[src/rtl/core/ccsa_pkg.sv]
`default_nettype none
// ----------------------------------------------------------------------------
// ccsa_pkg
// Shared widths, calendar constants and types for the calendar clock adder.
// ----------------------------------------------------------------------------
package ccsa_pkg;

  localparam int unsigned SecW   = 6;
  localparam int unsigned MinW   = 6;
  localparam int unsigned HourW  = 5;
  localparam int unsigned WdayW  = 3;
  localparam int unsigned MdayW  = 5;
  localparam int unsigned MonthW = 4;
  localparam int unsigned YearW  = 16;
  localparam int unsigned AddW   = 10;
  localparam int unsigned AccW   = 11;   // second + add, up to 1086
  localparam int unsigned MinAccW = 7;   // minute + carries, up to 81
  localparam int unsigned AluW   = 16;

  localparam logic [AluW-1:0] SecPerMin  = 16'd60;
  localparam logic [AluW-1:0] MinPerHour = 16'd60;
  localparam logic [AluW-1:0] LastHour   = 16'd23;
  localparam logic [AluW-1:0] LastMonth  = 16'd12;
  localparam logic [WdayW-1:0] LastWday  = 3'd7;
  // adding one to the year is done as subtracting all ones
  localparam logic [AluW-1:0] MinusOne   = 16'hFFFF;

  // y divisible by 25  <=>  (y * inverse of 25 mod 2^16) <= floor(65535 / 25)
  localparam logic [YearW-1:0] Inv25    = 16'h5C29;
  localparam logic [YearW-1:0] Div25Max = 16'd2621;

  typedef struct packed {
    logic            ge;    // a >= b
    logic [AluW-1:0] diff;  // a - b, modulo 2^16
  } alu_res_t;

  // month length; months outside 1..12 count as 31 days
  function automatic logic [MdayW-1:0] month_days(input logic [MonthW-1:0] month,
                                                  input logic leap);
    logic [MdayW-1:0] n;
    begin
      unique case (month)
        4'd2:    n = leap ? 5'd29 : 5'd28;
        4'd4:    n = 5'd30;
        4'd6:    n = 5'd30;
        4'd9:    n = 5'd30;
        4'd11:   n = 5'd30;
        default: n = 5'd31;
      endcase
      return n;
    end
  endfunction

endpackage
`default_nettype wire

[src/rtl/core/ccsa_alu.sv]
`default_nettype none
// ----------------------------------------------------------------------------
// ccsa_alu
// Shared compare-and-subtract unit: one 16-bit subtractor with borrow out.
// ----------------------------------------------------------------------------
module ccsa_alu
  import ccsa_pkg::*;
(
  input  logic [AluW-1:0] a_i,
  input  logic [AluW-1:0] b_i,
  output alu_res_t        res_o
);

  logic [AluW:0] sub;

  assign sub         = {1'b0, a_i} - {1'b0, b_i};
  assign res_o.diff  = sub[AluW-1:0];
  assign res_o.ge    = ~sub[AluW];

endmodule
`default_nettype wire

[src/rtl/core/calendar_clock_seconds_adder_unit.sv]
`default_nettype none
// ----------------------------------------------------------------------------
// calendar_clock_seconds_adder_unit
// Calendar clock (sec/min/hour/weekday/day/month/year) with a seconds adder.
// ----------------------------------------------------------------------------
// Sequence: a load goes to S_FLAG, then S_OUT. An advance runs S_SEC, which
//   peels 60 s per pass, then S_MIN and, while carries are taken, S_HOUR,
//   S_DAY, S_MON and S_YEAR in turn, then S_FLAG and S_OUT.
// Flow: one transaction at a time, in_stall_o high until the result is taken.
// Reset: async, active low; time 00:00:00, weekday 1, day 1, month 1, year 0.
// ----------------------------------------------------------------------------
module calendar_clock_seconds_adder_unit
  import ccsa_pkg::*;
(
  input  logic              clk_i,
  input  logic              rst_ni,
  // input channel
  input  logic              in_valid_i,
  output logic              in_stall_o,
  input  logic              cmd_i,
  input  logic [AddW-1:0]   add_seconds_i,
  input  logic [SecW-1:0]   load_second_i,
  input  logic [MinW-1:0]   load_minute_i,
  input  logic [HourW-1:0]  load_hour_i,
  input  logic [WdayW-1:0]  load_weekday_i,
  input  logic [MdayW-1:0]  load_day_i,
  input  logic [MonthW-1:0] load_month_i,
  input  logic [YearW-1:0]  load_year_i,
  // output channel
  output logic              out_valid_o,
  input  logic              out_stall_i,
  output logic [SecW-1:0]   sec_out_o,
  output logic [MinW-1:0]   min_out_o,
  output logic [HourW-1:0]  hour_out_o,
  output logic [WdayW-1:0]  wday_out_o,
  output logic [MdayW-1:0]  mday_out_o,
  output logic [MonthW-1:0] month_out_o,
  output logic [YearW-1:0]  year_out_o,
  output logic              at_ten_min_o,
  output logic              at_half_hour_o,
  output logic              at_hour_o,
  output logic              at_day_o,
  output logic              at_month_o
);

  // sequencer states
  localparam logic [3:0] S_IDLE = 4'd0;  // waiting for a transaction
  localparam logic [3:0] S_SEC  = 4'd1;  // peel 60 s per cycle into minutes
  localparam logic [3:0] S_MIN  = 4'd2;  // single hour carry check
  localparam logic [3:0] S_HOUR = 4'd3;  // day rollover check, leap calc
  localparam logic [3:0] S_DAY  = 4'd4;  // month length check
  localparam logic [3:0] S_MON  = 4'd5;  // year carry check
  localparam logic [3:0] S_YEAR = 4'd6;  // year + 1, wraps at 16 bits
  localparam logic [3:0] S_FLAG = 4'd7;  // boundary flags from new time
  localparam logic [3:0] S_OUT  = 4'd8;  // result held until taken

  typedef struct packed {
    logic ten_min;
    logic half_hour;
    logic hour;
    logic day;
    logic month;
  } flags_t;

  logic [3:0]         state_q, state_d;
  logic [SecW-1:0]    sec_q, sec_d;
  logic [MinW-1:0]    min_q, min_d;
  logic [HourW-1:0]   hour_q, hour_d;
  logic [WdayW-1:0]   wday_q, wday_d;
  logic [MdayW-1:0]   mday_q, mday_d;
  logic [MonthW-1:0]  month_q, month_d;
  logic [YearW-1:0]   year_q, year_d;
  // work registers, payload only
  logic [AccW-1:0]    acc_q, acc_d;
  logic [MinAccW-1:0] min_acc_q, min_acc_d;
  logic               leap_q, leap_d;
  flags_t             flags_q, flags_d;

  logic [AluW-1:0]    alu_a, alu_b;
  alu_res_t           alu_res;

  logic [YearW-1:0]   year_x_inv25;
  logic               year_div25;
  logic               year_leap;
  flags_t             flags_now;

  logic in_acc;
  logic out_acc;

  assign in_acc  = in_valid_i && !in_stall_o;
  assign out_acc = out_valid_o && !out_stall_i;

  // Gregorian leap rule without a divider: divisibility by 25 through the
  // modular inverse, combined with the low bits for /4 and /16.
  assign year_x_inv25 = year_q * Inv25;
  assign year_div25   = (year_x_inv25 <= Div25Max);
  assign year_leap    = ((year_q[1:0] == 2'd0) && !year_div25) ||
                        ((year_q[3:0] == 4'd0) && year_div25);

  // boundary flags, chained as the caller tests them
  always_comb begin
    flags_now.ten_min   = (sec_q == '0) &&
                          ((min_q == 6'd0)  || (min_q == 6'd10) || (min_q == 6'd20) ||
                           (min_q == 6'd30) || (min_q == 6'd40) || (min_q == 6'd50) ||
                           (min_q == 6'd60));
    flags_now.half_hour = flags_now.ten_min &&
                          ((min_q == 6'd0) || (min_q == 6'd30) || (min_q == 6'd60));
    flags_now.hour      = flags_now.half_hour && (min_q == 6'd0);
    flags_now.day       = flags_now.hour && (hour_q == '0);
    flags_now.month     = flags_now.day && (mday_q == 5'd1);
  end

  // operand select for the shared subtractor
  always_comb begin
    alu_a = '0;
    alu_b = '0;
    unique case (state_q)
      S_SEC: begin
        alu_a = {{(AluW-AccW){1'b0}}, acc_q};
        alu_b = SecPerMin;
      end
      S_MIN: begin
        alu_a = {{(AluW-MinAccW){1'b0}}, min_acc_q};
        alu_b = MinPerHour;
      end
      S_HOUR: begin
        alu_a = {{(AluW-HourW){1'b0}}, hour_q};
        alu_b = LastHour;
      end
      S_DAY: begin
        alu_a = {{(AluW-MdayW){1'b0}}, mday_q};
        alu_b = {{(AluW-MdayW){1'b0}}, month_days(month_q, leap_q)};
      end
      S_MON: begin
        alu_a = {{(AluW-MonthW){1'b0}}, month_q};
        alu_b = LastMonth;
      end
      S_YEAR: begin
        alu_a = year_q;
        alu_b = MinusOne;
      end
      default: begin
        alu_a = '0;
        alu_b = '0;
      end
    endcase
  end

  ccsa_alu u_alu (
    .a_i   (alu_a),
    .b_i   (alu_b),
    .res_o (alu_res)
  );

  // sequencer
  always_comb begin
    state_d   = state_q;
    sec_d     = sec_q;
    min_d     = min_q;
    hour_d    = hour_q;
    wday_d    = wday_q;
    mday_d    = mday_q;
    month_d   = month_q;
    year_d    = year_q;
    acc_d     = acc_q;
    min_acc_d = min_acc_q;
    leap_d    = leap_q;
    flags_d   = flags_q;

    unique case (state_q)
      S_IDLE: begin
        if (in_acc) begin
          if (cmd_i) begin
            sec_d   = load_second_i;
            min_d   = load_minute_i;
            hour_d  = load_hour_i;
            wday_d  = load_weekday_i;
            mday_d  = load_day_i;
            month_d = load_month_i;
            year_d  = load_year_i;
            state_d = S_FLAG;
          end else begin
            acc_d     = {{(AccW-SecW){1'b0}}, sec_q} + {{(AccW-AddW){1'b0}}, add_seconds_i};
            min_acc_d = {1'b0, min_q};
            state_d   = S_SEC;
          end
        end
      end
      S_SEC: begin
        if (alu_res.ge) begin
          acc_d     = alu_res.diff[AccW-1:0];
          min_acc_d = min_acc_q + 7'd1;
        end else begin
          sec_d   = acc_q[SecW-1:0];
          state_d = S_MIN;
        end
      end
      S_MIN: begin
        if (alu_res.ge) begin
          min_d   = alu_res.diff[MinW-1:0];
          state_d = S_HOUR;
        end else begin
          min_d   = min_acc_q[MinW-1:0];
          state_d = S_FLAG;
        end
      end
      S_HOUR: begin
        leap_d = year_leap;
        if (alu_res.ge) begin
          hour_d  = '0;
          wday_d  = ((wday_q == '0) || (wday_q == LastWday)) ? 3'd1 : wday_q + 3'd1;
          state_d = S_DAY;
        end else begin
          hour_d  = hour_q + 5'd1;
          state_d = S_FLAG;
        end
      end
      S_DAY: begin
        if (alu_res.ge) begin
          mday_d  = 5'd1;
          state_d = S_MON;
        end else begin
          mday_d  = mday_q + 5'd1;
          state_d = S_FLAG;
        end
      end
      S_MON: begin
        if (alu_res.ge) begin
          month_d = 4'd1;
          state_d = S_YEAR;
        end else begin
          month_d = month_q + 4'd1;
          state_d = S_FLAG;
        end
      end
      S_YEAR: begin
        year_d  = alu_res.diff;
        state_d = S_FLAG;
      end
      S_FLAG: begin
        flags_d = flags_now;
        state_d = S_OUT;
      end
      S_OUT: begin
        if (out_acc) begin
          state_d = S_IDLE;
        end
      end
      default: begin
        state_d = S_IDLE;
      end
    endcase
  end

  // control, time and date state
  always_ff @(posedge clk_i or negedge rst_ni) begin
    if (!rst_ni) begin
      state_q <= S_IDLE;
      sec_q   <= '0;
      min_q   <= '0;
      hour_q  <= '0;
      wday_q  <= 3'd1;
      mday_q  <= 5'd1;
      month_q <= 4'd1;
      year_q  <= '0;
    end else begin
      state_q <= state_d;
      sec_q   <= sec_d;
      min_q   <= min_d;
      hour_q  <= hour_d;
      wday_q  <= wday_d;
      mday_q  <= mday_d;
      month_q <= month_d;
      year_q  <= year_d;
    end
  end

  // work registers
  always_ff @(posedge clk_i) begin
    acc_q     <= acc_d;
    min_acc_q <= min_acc_d;
    leap_q    <= leap_d;
    flags_q   <= flags_d;
  end

  assign in_stall_o     = (state_q != S_IDLE);
  assign out_valid_o    = (state_q == S_OUT);
  assign sec_out_o      = sec_q;
  assign min_out_o      = min_q;
  assign hour_out_o     = hour_q;
  assign wday_out_o     = wday_q;
  assign mday_out_o     = mday_q;
  assign month_out_o    = month_q;
  assign year_out_o     = year_q;
  assign at_ten_min_o   = flags_q.ten_min;
  assign at_half_hour_o = flags_q.half_hour;
  assign at_hour_o      = flags_q.hour;
  assign at_day_o       = flags_q.day;
  assign at_month_o     = flags_q.month;

endmodule
`default_nettype wire

[config.mk]
export PLATFORM = sky130hd
export DESIGN_NAME = calendar_clock_seconds_adder_unit
export DESIGN_NICKNAME = d
export VERILOG_FILES = /design/src/rtl/core/ccsa_pkg.sv /design/src/rtl/core/ccsa_alu.sv /design/src/rtl/core/calendar_clock_seconds_adder_unit.sv
export SDC_FILE = /design/constraint.sdc
export NUM_CORES = 1
export LEC_CHECK = 0
export BUFFER_PORTS_ARGS = -buffer_cell sky130_fd_sc_hd__buf_2
export CORE_MARGIN = 3
export CORE_UTILIZATION = 58
export DETAILED_ROUTE_END_ITERATION = 6
export PLACE_DENSITY = 0.82
export SLEW_MARGIN = 15
export SYNTH_ARGS = -nofsm -noshare
export SYNTH_HDL_FRONTEND = slang
export SYNTH_SLANG_ARGS = --single-unit
[constraint.sdc]
create_clock -name clk_i -period 6.1 [get_ports clk_i]
set_clock_uncertainty 0.1 [all_clocks]
set_input_delay 1.525 -clock clk_i [delete_from_list [all_inputs] [get_ports clk_i]]
set_output_delay 1.525 -clock clk_i [all_outputs]
set_load 0.02 [all_outputs]
==> impl_metrics.env, run 1 <==
export IMPL_maxSlewViolCount=0
export IMPL_arrival_ns=4.86
export IMPL_worstSetupPathType="flip-flop to flip-flop"
export IMPL_vias=6407
export IMPL_slew_headroom=0.323
export IMPL_grt_usage=0.298
export IMPL_vias_per_cell=6.29
export IMPL_clk_latency_ns=0.35
export IMPL_die_x_um=114
export IMPL_core_um2=11100
export IMPL_rsz0062_at_grt="no"
export IMPL_grt_pass1_vias=6141
export IMPL_cp_max_fo=9
export IMPL_yosysTopAreaCell="dfrtp_1"
export IMPL_grt_antenna_before_repair=0
export IMPL_mostFrequentLayoutCell="buf_2"
export IMPL_yosysUniqueCellTypes=75
export IMPL_dp_hpwl_mm=14.7
export IMPL_cts_sinks=73
export IMPL_ys_top_cells_by_area="dfrtp_1 (17%), ha_1 (16%), edfxtp_1 (11%)"
export IMPL_layout_common_cells="buf_2 (111), ha_1 (89), nor2_1 (72)"
export IMPL_cts_buffers=9
export IMPL_drc=0
export IMPL_grt_first_pass_wirelength_mm=30.9
export IMPL_row_count=38
export IMPL_die_area_um2=13000
export IMPL_fmax_mhz=206
export IMPL_synth_top_cell_area_share=0.170
export IMPL_tns_ns=0
export IMPL_die_h_um=114
export IMPL_start_kind="flip-flop"
export IMPL_timing_final_crit_share=0.798
export IMPL_final_nets=1043
export IMPL_dpl_instance_area_um2=7480
export IMPL_synth_area_um2=6790
export IMPL_drt_iter0_drc=930
export IMPL_initial_utilization=0.610
export IMPL_synthArstFlopShare=0.671
export IMPL_ys_seq_area_frac=0.287
export IMPL_synth_edf_count=24
export IMPL_max_cap_violations=0
export IMPL_netlist_instances=769
export IMPL_min_period_ns=4.87
export IMPL_clkTransAtPathRegs_ns=0.06
export IMPL_area_delta_synth_final_pct=14.5
export IMPL_cts_tree="done"
export IMPL_drtAntennaViolNets=0
export IMPL_wire_per_inst_um=18.7
export IMPL_hold_viol_final=0
export IMPL_gp_congestion=0.915
export IMPL_status="finished clean"
export IMPL_postCtsSetupBuffers=0
export IMPL_cts_resized=0
export IMPL_ys_flop_type="dfrtp_1"
export IMPL_yosys_warnings=0
export IMPL_wl_mm=19.1
export IMPL_finalInstanceArea_um2=7780
export IMPL_worst_pin_slew_ns=1.01
export IMPL_synth_area_per_cell_um2=8.83
export IMPL_end_kind="flip-flop"
export IMPL_cts_max_level=3
export IMPL_finalSetupViolCount=0
export IMPL_min_delay_path_class="flip-flop to flip-flop"
export IMPL_grt_start_max_net_pins=50
export IMPL_io_pins=112
export IMPL_clk_path_buf_depth=2
export IMPL_io_buffers=111
export IMPL_drt_pre_antenna_iters=6
export IMPL_grt_ovfl_total=0
export IMPL_diodes=0
export IMPL_drive_gt1_frac=0.184
export IMPL_synth_nets=938
export IMPL_root_buffer="clkbuf_16"
export IMPL_holdBufCountCts=0
export IMPL_synth_seq_cells=73
export IMPL_crit_required_ns=6.09
[final cells by class]
cell class / count / area [um2]
fillers: 864 / 3350
well taps: 140 / 175
inverters: 69 / 259
clock buffers: 15 / 289
multi-input cells: 602 / 4480
clock inverters: 1 / 7.51
repair buffers: 119 / 616
flip-flops and latches: 73 / 1950
[per-layer routing]
| layer | track usage | share of wire |
|---|---|---|
| met5 | 0 | 0 |
| met4 | 0.105 | 0.026 |
| met3 | 0.0507 | 0.088 |
| met2 | 0.477 | 0.46 |
| met1 | 0.410 | 0.42 |
[per-stage QoR]
stage                      util  setup slack [ns]  cells  hold WS [ns]
after floorplan               -              1.27    769         0.405
after global placement    0.672              1.31   1003         0.418
after detailed placement  0.672              1.23   1003         0.437
after CTS                 0.699              1.22   1019         0.445
after global routing      0.699             0.940   1019         0.474
final                     0.699              1.23   1019         0.438
[Yosys cell counts (all sizes together) (2+ instances only)]
library cell and instances:
nand4 4, a21oi 46, clkinv 2, nand3b 2, fa 20, a22oi 16, nor2b 11, o22ai 5
nand4b 4, o31ai 4, or3 12, nor3 12, nand3 27, nand2 70, clkbuf 19, a31oi 16
o21a 9, a21o 7, nor2 73, mux2 2, xor2 8, mux2i 6, o21ai 42, and4 2
dfrtp 46, ha 89, nand2b 8, and3 13, or4 3, edfxtp 24, a211oi 9, o221a 7
nor4 2, a31o 2, dfstp 3, o311ai 4, inv 67, a221oi 3, xnor2 30, and2 2
or2 7, o211ai 6, buf 6, a22o 3
[critical path: stages, from the launching register on]
cell	delay (ns)
dfrtp_1	0.50
ha_1	0.38
ha_1	0.29
inv_1	0.05
fa_1	0.50
fa_1	0.55
inv_1	0.06
fa_1	0.50
ha_1	0.31
ha_1	0.34
nor2_1	0.12
xnor2_1	0.14
xnor2_1	0.16
xnor2_1	0.16
xnor2_1	0.11
o41a_1	0.36
[state kept, by name, indices dropped and copies added (netlist names), 3 cells and up]
signal,count
wday_out_o,3
min_acc_q,7
month_out_o,4
state_q,4
sec_out_o,6
mday_out_o,5
min_out_o,6
hour_out_o,5
acc_q,11
year_out_o,16
[cell families after synthesis]
family | synth area share
adder cells (fa/ha/maj) | 0.223
AND/OR/NAND/NOR | 0.188
flip-flops | 0.287
multiplexers | 0.0122
AO/OA/AOI/OAI | 0.187
buffers and inverters | 0.0534
XOR/XNOR | 0.0490
[final timing paths]
| kind | from | endpoint | slack [ns] | depth (start not counted) |
|---|---|---|---|---|
| hold reg to reg | wday_out_o[0] | wday_out_o[0] | 0.44 | 2 |
| setup reg to reg | year_out_o[0] | leap_q | 1.23 | 15 |
| min in group asynchronous | rst_ni | year_out_o[9] | 1.20 | 2 |
| max in group asynchronous | rst_ni | min_out_o[0] | 4.22 | 2 |
| setup / recovery | year_out_o[0] | leap_q | 1.23 | 15 |
| hold / removal | wday_out_o[0] | wday_out_o[0] | 0.44 | 2 |
Power of run 1 is not shown: default switching activity piles up to over one toggle a cycle in this logic, so the estimate is an artifact.
==> inputs of run 2 (changes only) <==
--- a/config.mk
+++ b/config.mk
@@ -7,9 +7,9 @@
 export LEC_CHECK = 0
 export BUFFER_PORTS_ARGS = -buffer_cell sky130_fd_sc_hd__buf_2
 export CORE_MARGIN = 3
-export CORE_UTILIZATION = 58
+export CORE_UTILIZATION = 53
 export DETAILED_ROUTE_END_ITERATION = 6
-export PLACE_DENSITY = 0.82
+export PLACE_DENSITY = 0.79
 export SLEW_MARGIN = 15
 export SYNTH_ARGS = -nofsm -noshare
 export SYNTH_HDL_FRONTEND = slang
==> constraint.sdc (replaced) <==
create_clock -name clk_i -period 4.3 [get_ports clk_i]
set_clock_uncertainty 0.1 [all_clocks]
set_input_delay 1.075 -clock clk_i [delete_from_list [all_inputs] [get_ports clk_i]]
set_output_delay 1.075 -clock clk_i [all_outputs]
set_load 0.02 [all_outputs]
==> impl_metrics.env, run 2 (synthesis gave the netlist of run 1 again) <==
export IMPL_fmax_mhz=230
export IMPL_drt_pre_antenna_iters=6
export IMPL_violations="setup timing"
export IMPL_path_cells="ha_4, inv_1, fa_1, inv_2, ha_4, inv_2, fa_1, inv_2, fa_2, ha_4, ha_4, nor2_4, xnor2_2, xnor2_1, xnor2_1, xnor2_1, o41a_1"
export IMPL_cp_top_family="adder cells"
export IMPL_gp_congestion=0.944
export IMPL_initial_utilization=0.554
export IMPL_drc=0
export IMPL_top_layer="met4"
export IMPL_slowest_delay_ns=0.55
export IMPL_arrival_ns=4.34
export IMPL_min_period_ns=4.36
export IMPL_end_kind="flip-flop"
export IMPL_final_cells=1082
export IMPL_maxSlewViolCount=0
export IMPL_drt_iter0_drc=663
export IMPL_io_pins=112
export IMPL_grt_usage=0.273
export IMPL_worstSetupPathType="flip-flop to flip-flop"
export IMPL_core_um2=12300
export IMPL_die_x_um=119
export IMPL_cts_tree="done"
export IMPL_largest_reg_flops=16
export IMPL_path_depth=17
export IMPL_mostFrequentLayoutCell="buf_2"
export IMPL_final_util=0.680
export IMPL_crit_required_ns=4.29
export IMPL_die_area_um2=14200
export IMPL_rsz0062_at_grt="yes"
export IMPL_reg2regPathDepth=17
export IMPL_finalSetupViolCount=1
export IMPL_root_buffer="clkbuf_16"
export IMPL_holdBufCountCts=0
export IMPL_drtAntennaViolNets=0
export IMPL_row_count=40
export IMPL_vias_per_cell=5.89
export IMPL_wl_met2_mm=8.62
export IMPL_wl_met1_mm=8.75
export IMPL_layout_common_cells="buf_2 (111), ha_1 (79), nor2_1 (71)"
export IMPL_die_h_um=119
export IMPL_cp_max_fo=3
export IMPL_post_place_ws_ns=-0.0867
export IMPL_clkTransAtPathRegs_ns=0.06
export IMPL_min_delay_path_class="flip-flop to flip-flop"
export IMPL_fin_ws_ns=-0.0572
export IMPL_wire_per_inst_um=17.9
export IMPL_grt_start_max_net_pins=26
export IMPL_area_delta_synth_final_pct=22.8
export IMPL_slew_headroom=0.518
export IMPL_wl_mm=19.3
export IMPL_worst_pin_slew_ns=0.715
export IMPL_start_kind="flip-flop"
export IMPL_crit_buf_inv=4
export IMPL_max_cap_violations=0
export IMPL_wl_met3_mm=1.61
export IMPL_clk_path_buf_depth=2
export IMPL_worst_path_max_delay_cell="fa_2"
export IMPL_drive_gt1_frac=0.249
export IMPL_dp_cells=1061
export IMPL_status="finished, violations left"
export IMPL_hold_depth=2
export IMPL_final_nets=1078
export IMPL_timing_final_crit_share=1.01
export IMPL_holdWs_ns=0.436
export IMPL_cts_sinks=73
export IMPL_grt_antenna_before_repair=0
export IMPL_hold_viol_final=0
export IMPL_grt_ovfl_total=0
export IMPL_cts_buffers=9
export IMPL_vias=6377
export IMPL_grt_first_pass_wirelength_mm=31.0
export IMPL_io_buffers=111
export IMPL_fill_cells=971
export IMPL_grt_pass1_vias=6000
export IMPL_clk_latency_ns=0.34
export IMPL_cts_max_level=3
export IMPL_cp_common_cell="ha_4"
export IMPL_dp_hpwl_mm=14.9
export IMPL_diodes=0
[run 2: worst min-delay path, stage by stage, from the launching register on]
cell and delay [ns]:
dfstp_2 0.39, o21ai_0 0.07, nand3_1 0.07
[run 2: path summary, 6_finish.rpt]
path                                  to  slack (ns)     startpoint
setup / recovery                  leap_q       -0.06  year_out_o[8]
hold / removal             wday_out_o[0]        0.44  wday_out_o[0]
setup reg to reg                  leap_q       -0.06  year_out_o[8]
hold reg to reg            wday_out_o[0]        0.44  wday_out_o[0]
max in group asynchronous  mday_out_o[0]        2.68         rst_ni
min in group asynchronous  hour_out_o[2]        0.63         rst_ni
[run 2: metal layers]
metal / up-vias / GRT usage
met1: 3004 / 0.402
met4: 0 / 0.0768
met2: 309 / 0.412
met5: - / 0
met3: 24 / 0.0522
li1: 3040 / -
[run 2: area by class of cell]
| cell class | count | area, um2 | area share |
|---|---|---|---|
| sequential | 73 | 1960 | 0.235 |
| tap | 168 | 210 | 0.0252 |
| inverter | 69 | 259 | 0.0311 |
| multi-input combinational | 602 | 4640 | 0.556 |
| clock inverter | 6 | 154 | 0.0185 |
| clock buffer | 10 | 229 | 0.0275 |
| timing repair buffer | 154 | 891 | 0.107 |
[run 2: metrics by stage]
| step | setup TNS, ns | cell area [um2] |
|---|---|---|
| floorplan | -0.00829 | 6900 |
| global placement | 0 | 7860 |
| detailed placement | -0.0867 | 7860 |
| CTS | -0.0741 | 8300 |
| global route | -0.225 | 8340 |
| finish | -0.0572 | 8340 |
[run 2: what timing repair did]
action	in CTS	in global routing
pin swaps	9	7
endpoints found under the setup margin	1	1
resized for setup	7	5
setup buffers	2	3
Power of run 2 is left out for the same reason.
